## src/sv/tte_pkg.sv

```systemverilog
package tte_pkg;

    localparam int BYTE_W    = 8;
    localparam int STOP_W    = 12;
    localparam int REP_W     = 12;
    localparam int COLOUT_W  = 12;
    localparam int COUNT_W   = 3;
    localparam int CFG_IDX_W = 3;
    localparam int CFG_DATA_W = 12;

    localparam logic [BYTE_W-1:0] CH_TAB   = 8'd9;
    localparam logic [BYTE_W-1:0] CH_BS    = 8'd8;
    localparam logic [BYTE_W-1:0] CH_NL    = 8'd10;
    localparam logic [BYTE_W-1:0] CH_SPACE = 8'd32;

    localparam logic [STOP_W-1:0]  DEFAULT_STOP  = 12'd4;
    localparam logic [COUNT_W-1:0] DEFAULT_COUNT = 3'd1;

    // register indexes on the configuration port
    localparam logic [CFG_IDX_W-1:0] REG_STOP_COUNT = 3'd0;
    localparam logic [CFG_IDX_W-1:0] REG_STOP_FIRST = 3'd1;

    // commands from the controller to the datapath
    typedef struct packed {
        logic accept;
        logic scan_step;
        logic div_start;
        logic div_step;
        logic div_end;
        logic finish;
    } tte_cmd_t;

    // status from the datapath to the controller
    typedef struct packed {
        logic in_tab;
        logic scan_hit;
        logic scan_last;
        logic div_last;
        logic out_busy;
    } tte_sts_t;

endpackage

```

## src/sv/tte_ctrl.sv

```systemverilog
module tte_ctrl
    import tte_pkg::*;
(
    input  logic     clk,
    input  logic     rst_n,
    input  logic     in_valid,
    output logic     in_ready,
    input  tte_sts_t sts,
    output tte_cmd_t cmd
);

    localparam logic [2:0] S_IDLE    = 3'd0;
    localparam logic [2:0] S_SCAN    = 3'd1;
    localparam logic [2:0] S_DIVINIT = 3'd2;
    localparam logic [2:0] S_DIV     = 3'd3;
    localparam logic [2:0] S_REM     = 3'd4;
    localparam logic [2:0] S_DONE    = 3'd5;

    logic [2:0] state_reg;
    logic [2:0] state_next;

    always_ff @(posedge clk or negedge rst_n)
    begin
        if (!rst_n)
        begin
            state_reg <= S_IDLE;
        end
        else
        begin
            state_reg <= state_next;
        end
    end

    always_comb
    begin
        state_next = state_reg;
        cmd        = '0;
        in_ready   = 1'b0;
        case (state_reg)
            S_IDLE:
            begin
                in_ready = 1'b1;
                if (in_valid)
                begin
                    cmd.accept = 1'b1;
                    state_next = sts.in_tab ? S_SCAN : S_DONE;
                end
            end
            S_SCAN:
            begin
                cmd.scan_step = 1'b1;
                if (sts.scan_hit)
                begin
                    state_next = S_DONE;
                end
                else if (sts.scan_last)
                begin
                    state_next = S_DIVINIT;
                end
            end
            S_DIVINIT:
            begin
                cmd.div_start = 1'b1;
                state_next    = S_DIV;
            end
            S_DIV:
            begin
                cmd.div_step = 1'b1;
                if (sts.div_last)
                begin
                    state_next = S_REM;
                end
            end
            S_REM:
            begin
                cmd.div_end = 1'b1;
                state_next  = S_DONE;
            end
            S_DONE:
            begin
                if (!sts.out_busy)
                begin
                    cmd.finish = 1'b1;
                    state_next = S_IDLE;
                end
            end
            default:
            begin
                state_next = S_IDLE;
            end
        endcase
    end

endmodule

```

## src/sv/tte_dp.sv

```systemverilog
module tte_dp
    import tte_pkg::*;
#(
    parameter int MAX_STOPS   = 6,
    parameter int COLUMN_BITS = 12
)
(
    input  logic                  clk,
    input  logic                  rst_n,
    input  logic                  cfg_write,
    input  logic [CFG_IDX_W-1:0]  cfg_index,
    input  logic [CFG_DATA_W-1:0] cfg_data,
    input  logic [BYTE_W-1:0]     in_byte,
    input  tte_cmd_t              cmd,
    output tte_sts_t              sts,
    output logic                  out_valid,
    input  logic                  out_ready,
    output logic [BYTE_W-1:0]     out_byte,
    output logic [REP_W-1:0]      repeat_count,
    output logic [COLOUT_W-1:0]   column_after
);

    localparam int W     = (COLUMN_BITS > STOP_W) ? COLUMN_BITS : STOP_W;
    localparam int IDX_W = (MAX_STOPS > 1) ? $clog2(MAX_STOPS) : 1;
    localparam int CNT_W = $clog2(W + 1);
    localparam logic [COLUMN_BITS-1:0] COL_MAX = '1;

    // configuration
    logic [COUNT_W-1:0] stop_count_reg;
    logic [STOP_W-1:0]  stops_reg [MAX_STOPS];

    // working registers
    logic [BYTE_W-1:0]      byte_reg;
    logic [COLUMN_BITS-1:0] col_reg;
    logic [IDX_W-1:0]       idx_reg;
    logic [STOP_W-1:0]      last_reg;
    logic [STOP_W-1:0]      prev_reg;
    logic [STOP_W-1:0]      period_reg;
    logic [STOP_W-1:0]      rem_reg;
    logic [W-1:0]           dvd_reg;
    logic [CNT_W-1:0]       cnt_reg;
    logic [REP_W-1:0]       dist_reg;

    // result register
    logic                   out_valid_reg;
    logic                   out_valid_next;
    logic [BYTE_W-1:0]      out_byte_reg;
    logic [REP_W-1:0]       rep_reg;
    logic [COLOUT_W-1:0]    colout_reg;

    logic [COUNT_W-1:0]     n_used;
    logic [IDX_W-1:0]       last_idx;
    logic [STOP_W-1:0]      stop_cur;
    logic [W-1:0]           col_w;
    logic [W-1:0]           stop_w;
    logic [W-1:0]           hit_diff;
    logic                   hit;
    logic [STOP_W:0]        div_trial;
    logic [STOP_W:0]        div_diff;
    logic [W:0]             tab_sum;
    logic [COLUMN_BITS-1:0] col_new;
    logic [W-1:0]           col_new_w;
    logic [CFG_IDX_W-1:0]   wr_off;

    always_comb
    begin
        if (stop_count_reg == '0)
        begin
            n_used = COUNT_W'(1);
        end
        else if (stop_count_reg > COUNT_W'(MAX_STOPS))
        begin
            n_used = COUNT_W'(MAX_STOPS);
        end
        else
        begin
            n_used = stop_count_reg;
        end
    end

    assign last_idx = IDX_W'(n_used - COUNT_W'(1));
    assign stop_cur = stops_reg[idx_reg];
    assign col_w    = W'(col_reg);
    assign stop_w   = W'(stop_cur);
    assign hit      = stop_w > col_w;
    assign hit_diff = stop_w - col_w;
    assign div_trial = {rem_reg, dvd_reg[W-1]};
    assign div_diff  = div_trial - {1'b0, period_reg};
    assign tab_sum   = {1'b0, col_w} + (W+1)'(dist_reg);
    assign wr_off    = cfg_index - REG_STOP_FIRST;

    assign sts.in_tab    = (in_byte == CH_TAB);
    assign sts.scan_hit  = hit;
    assign sts.scan_last = (idx_reg == last_idx);
    assign sts.div_last  = (cnt_reg == CNT_W'(1));
    assign sts.out_busy  = out_valid_reg && !out_ready;

    // column after the held byte
    always_comb
    begin
        case (byte_reg)
            CH_TAB:
            begin
                if (tab_sum > (W+1)'(COL_MAX))
                begin
                    col_new = COL_MAX;
                end
                else
                begin
                    col_new = tab_sum[COLUMN_BITS-1:0];
                end
            end
            CH_BS:
            begin
                col_new = (col_reg != '0) ? col_reg - COLUMN_BITS'(1) : col_reg;
            end
            CH_NL:
            begin
                col_new = '0;
            end
            default:
            begin
                col_new = (col_reg != COL_MAX) ? col_reg + COLUMN_BITS'(1) : col_reg;
            end
        endcase
    end

    assign col_new_w = W'(col_new);

    always_ff @(posedge clk or negedge rst_n)
    begin
        if (!rst_n)
        begin
            stop_count_reg <= DEFAULT_COUNT;
            for (int i = 0; i < MAX_STOPS; i++)
            begin
                stops_reg[i] <= (i == 0) ? DEFAULT_STOP : '0;
            end
        end
        else if (cfg_write)
        begin
            if (cfg_index == REG_STOP_COUNT)
            begin
                stop_count_reg <= cfg_data[COUNT_W-1:0];
            end
            else if (wr_off < CFG_IDX_W'(MAX_STOPS))
            begin
                stops_reg[IDX_W'(wr_off)] <= cfg_data[STOP_W-1:0];
            end
        end
    end

    assign out_valid_next = cmd.finish ? 1'b1 : (out_ready ? 1'b0 : out_valid_reg);

    always_ff @(posedge clk or negedge rst_n)
    begin
        if (!rst_n)
        begin
            col_reg       <= '0;
            out_valid_reg <= 1'b0;
        end
        else
        begin
            out_valid_reg <= out_valid_next;
            if (cmd.finish)
            begin
                col_reg <= col_new;
            end
        end
    end

    always_ff @(posedge clk)
    begin
        if (cmd.accept)
        begin
            byte_reg <= in_byte;
            idx_reg  <= '0;
            last_reg <= '0;
            dist_reg <= REP_W'(1);
        end
        if (cmd.scan_step)
        begin
            prev_reg <= last_reg;
            last_reg <= stop_cur;
            if (hit)
            begin
                dist_reg <= hit_diff[REP_W-1:0];
            end
            else if (idx_reg != last_idx)
            begin
                idx_reg <= idx_reg + IDX_W'(1);
            end
        end
        if (cmd.div_start)
        begin
            period_reg <= (last_reg > prev_reg) ? last_reg - prev_reg : STOP_W'(1);
            dvd_reg    <= col_w - W'(last_reg);
            rem_reg    <= '0;
            cnt_reg    <= CNT_W'(W);
        end
        if (cmd.div_step)
        begin
            if (div_trial >= {1'b0, period_reg})
            begin
                rem_reg <= div_diff[STOP_W-1:0];
            end
            else
            begin
                rem_reg <= div_trial[STOP_W-1:0];
            end
            dvd_reg <= {dvd_reg[W-2:0], 1'b0};
            cnt_reg <= cnt_reg - CNT_W'(1);
        end
        if (cmd.div_end)
        begin
            dist_reg <= period_reg - rem_reg;
        end
        if (cmd.finish)
        begin
            out_byte_reg <= (byte_reg == CH_TAB) ? CH_SPACE : byte_reg;
            rep_reg      <= dist_reg;
            colout_reg   <= col_new_w[COLOUT_W-1:0];
        end
    end

    assign out_valid    = out_valid_reg;
    assign out_byte     = out_byte_reg;
    assign repeat_count = rep_reg;
    assign column_after = colout_reg;

endmodule

```

## src/sv/tab_to_space_expander.sv

```systemverilog
// A tab scans the explicit stops in order; one past the last stop it runs the divider over
//   W bits, W the larger of COLUMN_BITS and 12 (one remainder bit a cycle in the divider).
// Any other byte goes straight to the result. A result waits while the last one is untaken.
// One item at a time: no new byte is taken until the last one is in the result register.
// Reset (rst_n, asynchronous, active low): column zero, one stop at column four, result
//   register empty.
module tab_to_space_expander
    import tte_pkg::*;
#(
    parameter int MAX_STOPS   = 6,
    parameter int COLUMN_BITS = 12
)
(
    input  logic                  clk,
    input  logic                  rst_n,
    input  logic                  cfg_write,
    input  logic [CFG_IDX_W-1:0]  cfg_index,
    input  logic [CFG_DATA_W-1:0] cfg_data,
    input  logic                  in_valid,
    output logic                  in_ready,
    input  logic [BYTE_W-1:0]     in_byte,
    output logic                  out_valid,
    input  logic                  out_ready,
    output logic [BYTE_W-1:0]     out_byte,
    output logic [REP_W-1:0]      repeat_count,
    output logic [COLOUT_W-1:0]   column_after
);

    tte_cmd_t cmd;
    tte_sts_t sts;

    // Sequence each transaction: latch the byte; for a tab, scan the explicit stops one per cycle
    // and fall back to the repeating rule through the remainder divider; then load the result.
    tte_ctrl u_ctrl (
        .clk      (clk),
        .rst_n    (rst_n),
        .in_valid (in_valid),
        .in_ready (in_ready),
        .sts      (sts),
        .cmd      (cmd)
    );

    // Hold the stops, the column and the result register; the result register lets the
    // next input transaction in while a finished result still waits downstream.
    tte_dp #(
        .MAX_STOPS   (MAX_STOPS),
        .COLUMN_BITS (COLUMN_BITS)
    ) u_dp (
        .clk          (clk),
        .rst_n        (rst_n),
        .cfg_write    (cfg_write),
        .cfg_index    (cfg_index),
        .cfg_data     (cfg_data),
        .in_byte      (in_byte),
        .cmd          (cmd),
        .sts          (sts),
        .out_valid    (out_valid),
        .out_ready    (out_ready),
        .out_byte     (out_byte),
        .repeat_count (repeat_count),
        .column_after (column_after)
    );

`ifndef SYNTHESIS
    // a result never carries an empty run
    assert property (@(posedge clk) disable iff (!rst_n)
        out_valid |-> repeat_count != '0)
        else $error("zero repeat count");

    // only a space can carry a run longer than one
    assert property (@(posedge clk) disable iff (!rst_n)
        out_valid && out_byte != CH_SPACE |-> repeat_count == REP_W'(1))
        else $error("repeat above one on a byte other than space");

    // a newline always leaves the column at zero
    assert property (@(posedge clk) disable iff (!rst_n)
        out_valid && out_byte == CH_NL |-> column_after == '0)
        else $error("newline did not reset the column");

    // one transaction in flight: input closes right after an acceptance
    assert property (@(posedge clk) disable iff (!rst_n)
        in_valid && in_ready |=> !in_ready)
        else $error("second input taken while busy");
`endif

endmodule

```

## config.mk

```make
export PLATFORM = sky130hd
export DESIGN_NAME = tab_to_space_expander
export DESIGN_NICKNAME = d
export VERILOG_FILES = /design/src/sv/tte_pkg.sv /design/src/sv/tte_ctrl.sv /design/src/sv/tte_dp.sv /design/src/sv/tab_to_space_expander.sv
export SDC_FILE = /design/constraint.sdc
export NUM_CORES = 1
export LEC_CHECK = 0
export BUFFER_PORTS_ARGS = -buffer_cell sky130_fd_sc_hd__buf_2
export CORE_ASPECT_RATIO = 1.1
export CORE_MARGIN = 4
export CORE_UTILIZATION = 45
export DETAILED_ROUTE_END_ITERATION = 10
export PLACE_DENSITY = 0.61
export SKIP_CTS_REPAIR_TIMING = 1
export SLEW_MARGIN = 15
export SYNTH_ARGS = -nofsm -noshare
export SYNTH_HDL_FRONTEND = slang
export SYNTH_SLANG_ARGS = --single-unit
```

## constraint.sdc

```tcl
create_clock -name clk -period 8.8 [get_ports clk]
set_input_delay 0.88 -clock clk [delete_from_list [all_inputs] [get_ports clk]]
set_output_delay 0.88 -clock clk [all_outputs]
set_load 0.1 [all_outputs]
```

==> run summary, run 1 <==
R2R Path Start: u_dp.idx_reg[1]
Worst EP required: 9.18 ns
total negative slack: 0 ns
cell with the most instances after synthesis: edfxtp_1
proportion of layout cells with a drive suffix above 1: 17.9%
relative slew slack: 30.7%
gr usage total: 19.2%
fin crit period: 3.74 ns
Total Wirelength: 30.2 mm
Setup crit start: u_dp.idx_reg[1]
top-area cell type share of the netlist area: 24.5%
Layout Skew: 0.0131 ns
PwrDens: 421 nW/um^2
Finished Cell Area: 14000 sq um
critical path type: reg -> reg
Post-synth ARST share: 43.3%
first-pass GRT wire length: 48.0 mm
WP data arrival: 4.13 ns
# DRC: 0
I/O Buffers: 61
max-cap violations: 0
Syn-to-layout area delta: 11.3%
final hold slack: 0.225 ns
synth unique cells: 74
worst r2r path cells: 13
status: completed
vias in the first global route: 8976
Clock Sinks: 210
synthesized instance count: 1213
GRT overflow: 0
Top FF cell, synth: edfxtp_1
I/O pin total: 62
CP Capture Type: flop
FF+latch count, synth: 210
number of flip-flops in the largest register: 72
peak supply drop: 0.336 mV
die width: 168 microns
Synth Net Count: 1326
hpwl dp: 22.4 mm
Syn. warnings: 0
# setup viols final: 0
Die Area: 30800 sq um
Clock Tree Buf Depth: 3
Worst Path Max Fanout: 24
Slew @ Worst Pin: 1.04 ns
Tot Pwr: 0.00592 W
Avg Inst Size Synth: 10.4 sq um
CP Launch Type: flop
Synth area leaders: edfxtp_1, dfrtp_1, ha_1
Hold Path Class: in -> async
CTS tree: yes
Final ANT Viol Nets: 0
Die Ht: 184 microns
dominant cell type by area after synthesis: edfxtp_1
clock-pin slew on the worst setup and hold paths: 0.07 ns
Worst R2R End: u_dp.dist_reg[8]
core region area: 27700 sq um
R2R setup slack: 5.06 ns
row count: 64
RePlAce Congestion: 0.907
Layout Nets: 1371
clk root buf: clkbuf_16
First-pass DRT Iterations: 6
Max Clock Freq: 267 MHz
clock insertion delay at the later pin of the skew report: 0.52 ns
Final Non-Filler Cells: 1640
placed cells: 1594
max-slew violation count: 0
initial antenna violation count: 0
cell area after synthesis: 12600 sq um
Initial Util: 45.5%
CTS buffer count: 25
Final Hold Viols: 0
Leakage: 5.78 nW
Antenna Cells: 0
fin crit share: 42.5%
Via Count: 9306
Starting DRT DRC Count: 830
leading cell types by count after synthesis: edfxtp_1, nor2_1, nand2_1
number of synthesized flops with an enable pin: 103
crit path capture: u_dp.dist_reg[8]
DR WL/cell: 18.4 microns
sequential-to-total area share from yosys stat: 45.1%
instance area at placement: 13200 sq um
RSZ-0062 raised after global routing: false
CTS H-Tree Depth: 1
vias per cell: 5.67
largest net degree at the start of global routing: 76
## critical path, stage by stage (launching register included)
cell and delay (ns):
dfxtp_1 0.53, nand2b_1 0.46, nor2_1 0.18, a21oi_1 0.08
ha_1 0.27, fa_1 0.39, nand2b_1 0.20, a211oi_1 0.33
o21bai_1 0.17, a211oi_2 0.24, buf_4 0.28, nor2_1 0.10
a311oi_1 0.30, a21oi_1 0.07
## routing by layer
| metal | global-route usage, % | vias to the layer above | routed length (microns) | share of wire, % |
|---|---|---|---|---|
| met2 | 32.4 | 302 | 14300 | 47 |
| li1 | - | 4527 | - | - |
| met3 | 2.41 | 62 | 1580 | 5.2 |
| met5 | 0 | - | 0 | 0 |
| met4 | 5.62 | 0 | 858 | 2.8 |
| met1 | 26.3 | 4415 | 13400 | 44 |
## through the flow
step | util (%) | setup WS (ns)
2_1_floorplan | - | 4.52
3_3_place_gp | 47.8 | 5.25
3_5_place_dp | 47.8 | 5.12
4_1_cts | 50.7 | 5.10
5_1_grt | 50.7 | 4.82
6_report | 50.7 | 5.06
## layout by cell type (no fill, tap or decap), types with 12 or more instances in the layout
cell / synthesis / final
a211oi_1: 14 / 13
a21oi_1: 78 / 78
and2_1: 20 / 20
buf_2: 3 / 60
clkbuf_16: 0 / 25
dfrtp_1: 89 / 89
dfxtp_1: 16 / 16
edfxtp_1: 103 / 103
ha_1: 79 / 79
inv_1: 84 / 83
mux2_2: 80 / 80
mux2i_1: 21 / 21
mux4_2: 12 / 12
nand2_1: 90 / 90
nand2b_1: 16 / 16
nand3_1: 20 / 20
nor2_1: 92 / 92
nor2b_1: 22 / 22
nor3_1: 24 / 23
o21a_1: 15 / 15
o21ai_0: 64 / 63
xnor2_1: 34 / 34
xor2_1: 17 / 17
## where the power goes
part | switching, W | total [W] | internal (W)
sequential | 0.000295 | 0.00175 | 0.00145
combinational | 0.00202 | 0.00318 | 0.00116
clock | 0.000410 | 0.000991 | 0.000581
total | 0.00273 | 0.00592 | 0.00319
## cell type report
cell class              count  area, sq um
clock buffers              30          674
clock inverters            16          131
fillers                  2543        13700
inverters                  84          315
multi-input cells         868         6400
flip-flops and latches    210         5690
well taps                 363          454
repair buffers             69          368
## worst min path at each step
stage                  endpoint  slack (ns)  depth (start not counted)
2_1_floorplan   u_dp.dvd_reg[0]        0.42                          2
3_3_place_gp   u_dp.out_byte[7]        0.44                          0
3_5_place_dp    u_dp.dvd_reg[0]        0.44                          2
4_1_cts         u_dp.col_reg[8]        0.22                          1
5_1_grt         u_dp.col_reg[8]        0.23                          1
6_report        u_dp.col_reg[8]        0.22                          1
## logic make-up after synthesis
kind of cell	Yosys count	synth area share, %
simple gates	348	13.6
xor+xnor	51	3.54
buf+inv	135	4.23
compound gates	269	13.5
fa+ha+maj	86	8.87
flops	210	45.1
mux	114	11.1
No activity file was read; power rests on OpenSTA's default activity.
==> inputs of run 2 (changes only) <==
--- a/config.mk
+++ b/config.mk
@@ -5,12 +5,13 @@
 export SDC_FILE = /design/constraint.sdc
 export NUM_CORES = 1
 export LEC_CHECK = 0
+export ABC_AREA = 1
 export BUFFER_PORTS_ARGS = -buffer_cell sky130_fd_sc_hd__buf_2
 export CORE_ASPECT_RATIO = 1.1
 export CORE_MARGIN = 4
 export CORE_UTILIZATION = 45
 export DETAILED_ROUTE_END_ITERATION = 10
-export PLACE_DENSITY = 0.61
+export PLACE_DENSITY = 0.6
 export SKIP_CTS_REPAIR_TIMING = 1
 export SLEW_MARGIN = 15
 export SYNTH_ARGS = -nofsm -noshare
==> constraint.sdc (replaced) <==
create_clock -name clk -period 3.5 [get_ports clk]
set_input_delay 0.35 -clock clk [delete_from_list [all_inputs] [get_ports clk]]
set_output_delay 0.35 -clock clk [all_outputs]
set_load 0.1 [all_outputs]
==> run summary, run 2 <==
most used cell along the critical path: nand2_1
Layout Skew: 0.0128 ns (was 0.0131 ns)
I/O Buffers: 61 (unchanged)
CP Launch Type: flop (unchanged)
Int Pwr: 0.00766 W (was 0.00319 W)
Sw Ratio: 48.4% (was 46.1%)
Syn. warnings: 0 (unchanged)
Clock Sinks: 210 (unchanged)
core region area: 29000 sq um (was 27700 sq um)
row count: 65 (was 64)
NetSw: 0.00718 W (was 0.00273 W)
max-slew violation count: 0 (unchanged)
cell area after synthesis: 13400 sq um (was 12600 sq um)
Critical Path Slowest Stage Cell: dfxtp_1 (unchanged)
sequential-to-total area share from yosys stat: 42.6% (was 45.1%)
Worst Path Max Fanout: 34 (was 24)
top-area cell type share of the netlist area: 23.1% (was 24.5%)
critical path type: reg -> reg (unchanged)
most common cell after layout, fill and taps aside: nand2_1 (was edfxtp_1)
fin util: 51.5% (was 50.7%)
worst path cell trace: buf_4, o21ai_0, a2bb2oi_1, ha_1, fa_1, inv_1, nand3_1, nand2_1, nand3_1, nand3_1, nand2_1, nand2_1, nand2_1, o21ai_0 (was nand2b_1, nor2_1, a21oi_1, ha_1, fa_1, nand2b_1, a211oi_1, o21bai_1, a211oi_2, buf_4, nor2_1, a311oi_1, a21oi_1)
CP max stage delay: 0.46 ns (was 0.53 ns)
hpwl dp: 27.3 mm (was 22.4 mm)
max-cap violations: 0 (unchanged)
Worst EP required: 3.95 ns (was 9.18 ns)
GRT overflow: 0 (unchanged)
fin crit share: 88.4% (was 42.5%)
Register Area: 5690 sq um (unchanged)
most frequent cells in the layout: nand2_1, inv_1, nor2_1 (was edfxtp_1, nor2_1, nand2_1)
# DRC: 0 (unchanged)
Final ANT Viol Nets: 0 (unchanged)
first-pass GRT wire length: 58.0 mm (was 48.0 mm)
Clock Tree Buf Depth: 3 (unchanged)
# setup viols final: 0 (unchanged)
First-pass DRT Iterations: 6 (unchanged)
FF+latch count, synth: 210 (unchanged)
Syn-to-layout area delta: 11.6% (was 11.3%)
instance area at placement: 14100 sq um (was 13200 sq um)
Final Non-Filler Cells: 2161 (was 1640)
dominant cell type by area after synthesis: edfxtp_1 (unchanged)
Die Ht: 189 microns (was 184 microns)
Initial Util: 46.1% (was 45.5%)
clock-pin slew on the worst setup and hold paths: 0.06 ns (was 0.07 ns)
WP data arrival: 3.54 ns (was 4.13 ns)
clock insertion delay at the later pin of the skew report: 0.53 ns (was 0.52 ns)
placed cells: 2116 (was 1594)
CTS buffer count: 24 (was 25)
die width: 172 microns (was 168 microns)
leading cell types by count after synthesis: nand2_1, inv_1, nor2_1 (was edfxtp_1, nor2_1, nand2_1)
sequential cell fraction of total power: 28.6% (was 29.5%)
DR WL/cell: 16.4 microns (was 18.4 microns)
Avg Inst Size Synth: 7.79 sq um (was 10.4 sq um)
Finished Cell Area: 14900 sq um (was 14000 sq um)
fin crit period: 3.09 ns (was 3.74 ns)
synth unique cells: 54 (was 74)
Total Wirelength: 35.5 mm (was 30.2 mm)
peak supply drop: 0.450 mV (was 0.336 mV)
total negative slack: 0 ns (unchanged)
Via Count: 11300 (was 9306)
vias in the first global route: 11100 (was 8976)
initial antenna violation count: 0 (unchanged)
cell with the most instances after synthesis: nand2_1 (was edfxtp_1)
Clock Power Share: 17.1% (was 16.8%)
Tot Pwr: 0.0148 W (was 0.00592 W)
Antenna Cells: 0 (unchanged)
Leakage: 7.13 nW (was 5.78 nW)
RePlAce Congestion: 0.933 (was 0.907)
CTS tree: yes (unchanged)
fillers: 2789 (was 2543)
failing checks: hold timing
CP Capture Type: flop (unchanged)
Synth area leaders: edfxtp_1, dfrtp_1, nand2_1 (was edfxtp_1, dfrtp_1, ha_1)
Starting DRT DRC Count: 811 (was 830)
gr usage total: 22.1% (was 19.2%)
Synth Net Count: 1828 (was 1326)
final hold slack: -0.00845 ns (was 0.225 ns)
vias per cell: 5.25 (was 5.67)
number of flip-flops in the largest register: 72 (unchanged)
clk root buf: clkbuf_16 (unchanged)
PwrDens: 995 nW/um^2 (was 421 nW/um^2)
Layout Nets: 1888 (was 1371)
Slew @ Worst Pin: 1.17 ns (was 1.04 ns)
Final Hold Viols: 4 (was 0)
RSZ-0062 raised after global routing: false (unchanged)
combinational power share: 54.3% (was 53.7%)
Post-synth ARST share: 43.3% (unchanged)
Max Clock Freq: 323 MHz (was 267 MHz)
Hold Path Class: in -> async (unchanged)
number of synthesized flops with an enable pin: 103 (unchanged)
synthesized instance count: 1715 (was 1213)
multi-input logic area: 6670 sq um (was 6400 sq um)
relative slew slack: 22.0% (was 30.7%)
Die Area: 32500 sq um (was 30800 sq um)
Top FF cell, synth: edfxtp_1 (unchanged)
proportion of layout cells with a drive suffix above 1: 9.31% (was 17.9%)
I/O pin total: 62 (unchanged)
status: finished with violations (was completed)
CTS H-Tree Depth: 1 (unchanged)
largest net degree at the start of global routing: 76 (unchanged)
[run 2: logic make-up (layout without fill, tap and decap cells)]
family	count (synthesis)	count (layout)	synth area share, %
XOR/XNOR	42	42	2.81
AND/OR/NAND/NOR	830	830	26.4
AO/OA/AOI/OAI	293	293	12.4
buffers and inverters	255	333	7.55
flip-flops	210	210	42.6
adder cells (fa/ha/maj)	85	85	8.30
[run 2: critical path, delay by kind of cell (launching register included)]
kind,cells,cell delay [ns]
AOI/OAI and AO/OA,3,0.51
adders and majority gates,2,0.69
buffers and inverters,2,0.48
DFF,1,0.46
and+or+nand+nor,7,0.88
[run 2: path summary, 6_finish.rpt]
path	from	endpoint	slack, ns	cells after the start
worst max-delay path	u_dp.idx_reg[0]	u_ctrl.state_reg[0]	0.41	14
worst min-delay path	rst_n	u_dp.stops_reg[10]	-0.008	1
worst max register to register	u_dp.idx_reg[0]	u_ctrl.state_reg[0]	0.41	14
worst min register to register	u_dp.byte_reg[4]	u_dp.out_byte[4]	0.45	0
max in group asynchronous	rst_n	u_dp.stop_count_reg[0]	2.66	2
min in group clk	in_byte[0]	u_dp.byte_reg[0]	0.02	1
[run 2: final cells by class]
type | instances | share of cell area, %
clock buffers | 33 | 4.88
flip-flops and latches | 210 | 38.2
repair buffers | 84 | 3.41
inverters | 205 | 5.16
multi-input cells | 1250 | 44.7
well taps | 368 | 3.09
clock inverters | 11 | 0.554
[run 2: stage by stage]
step                setup WS [ns]  hold WS (ns)
floorplan                   0.515        0.0544
global placement            0.524         0.431
detailed placement          0.423         0.434
CTS                         0.394      -0.00956
global route               0.0387       0.00275
finish                      0.406      -0.00845
[run 2: per-layer routing]
layer	vias to the layer above	global-route usage, %	wire (microns)
li1	5802	-	-
met1	5221	30.3	16500
met2	257	36.3	16400
met3	56	3.23	1690
met4	0	6.77	930
met5	-	0	0
[run 2: power groups by stage]
stage               clock (W)  sequential, W  combinational [W]
floorplan                   0        0.00471            0.00549
global placement            0        0.00428            0.00799
detailed placement          0        0.00429            0.00798
CTS                   0.00260        0.00425            0.00802
global route          0.00270        0.00433            0.00912
finish                0.00254        0.00424            0.00806
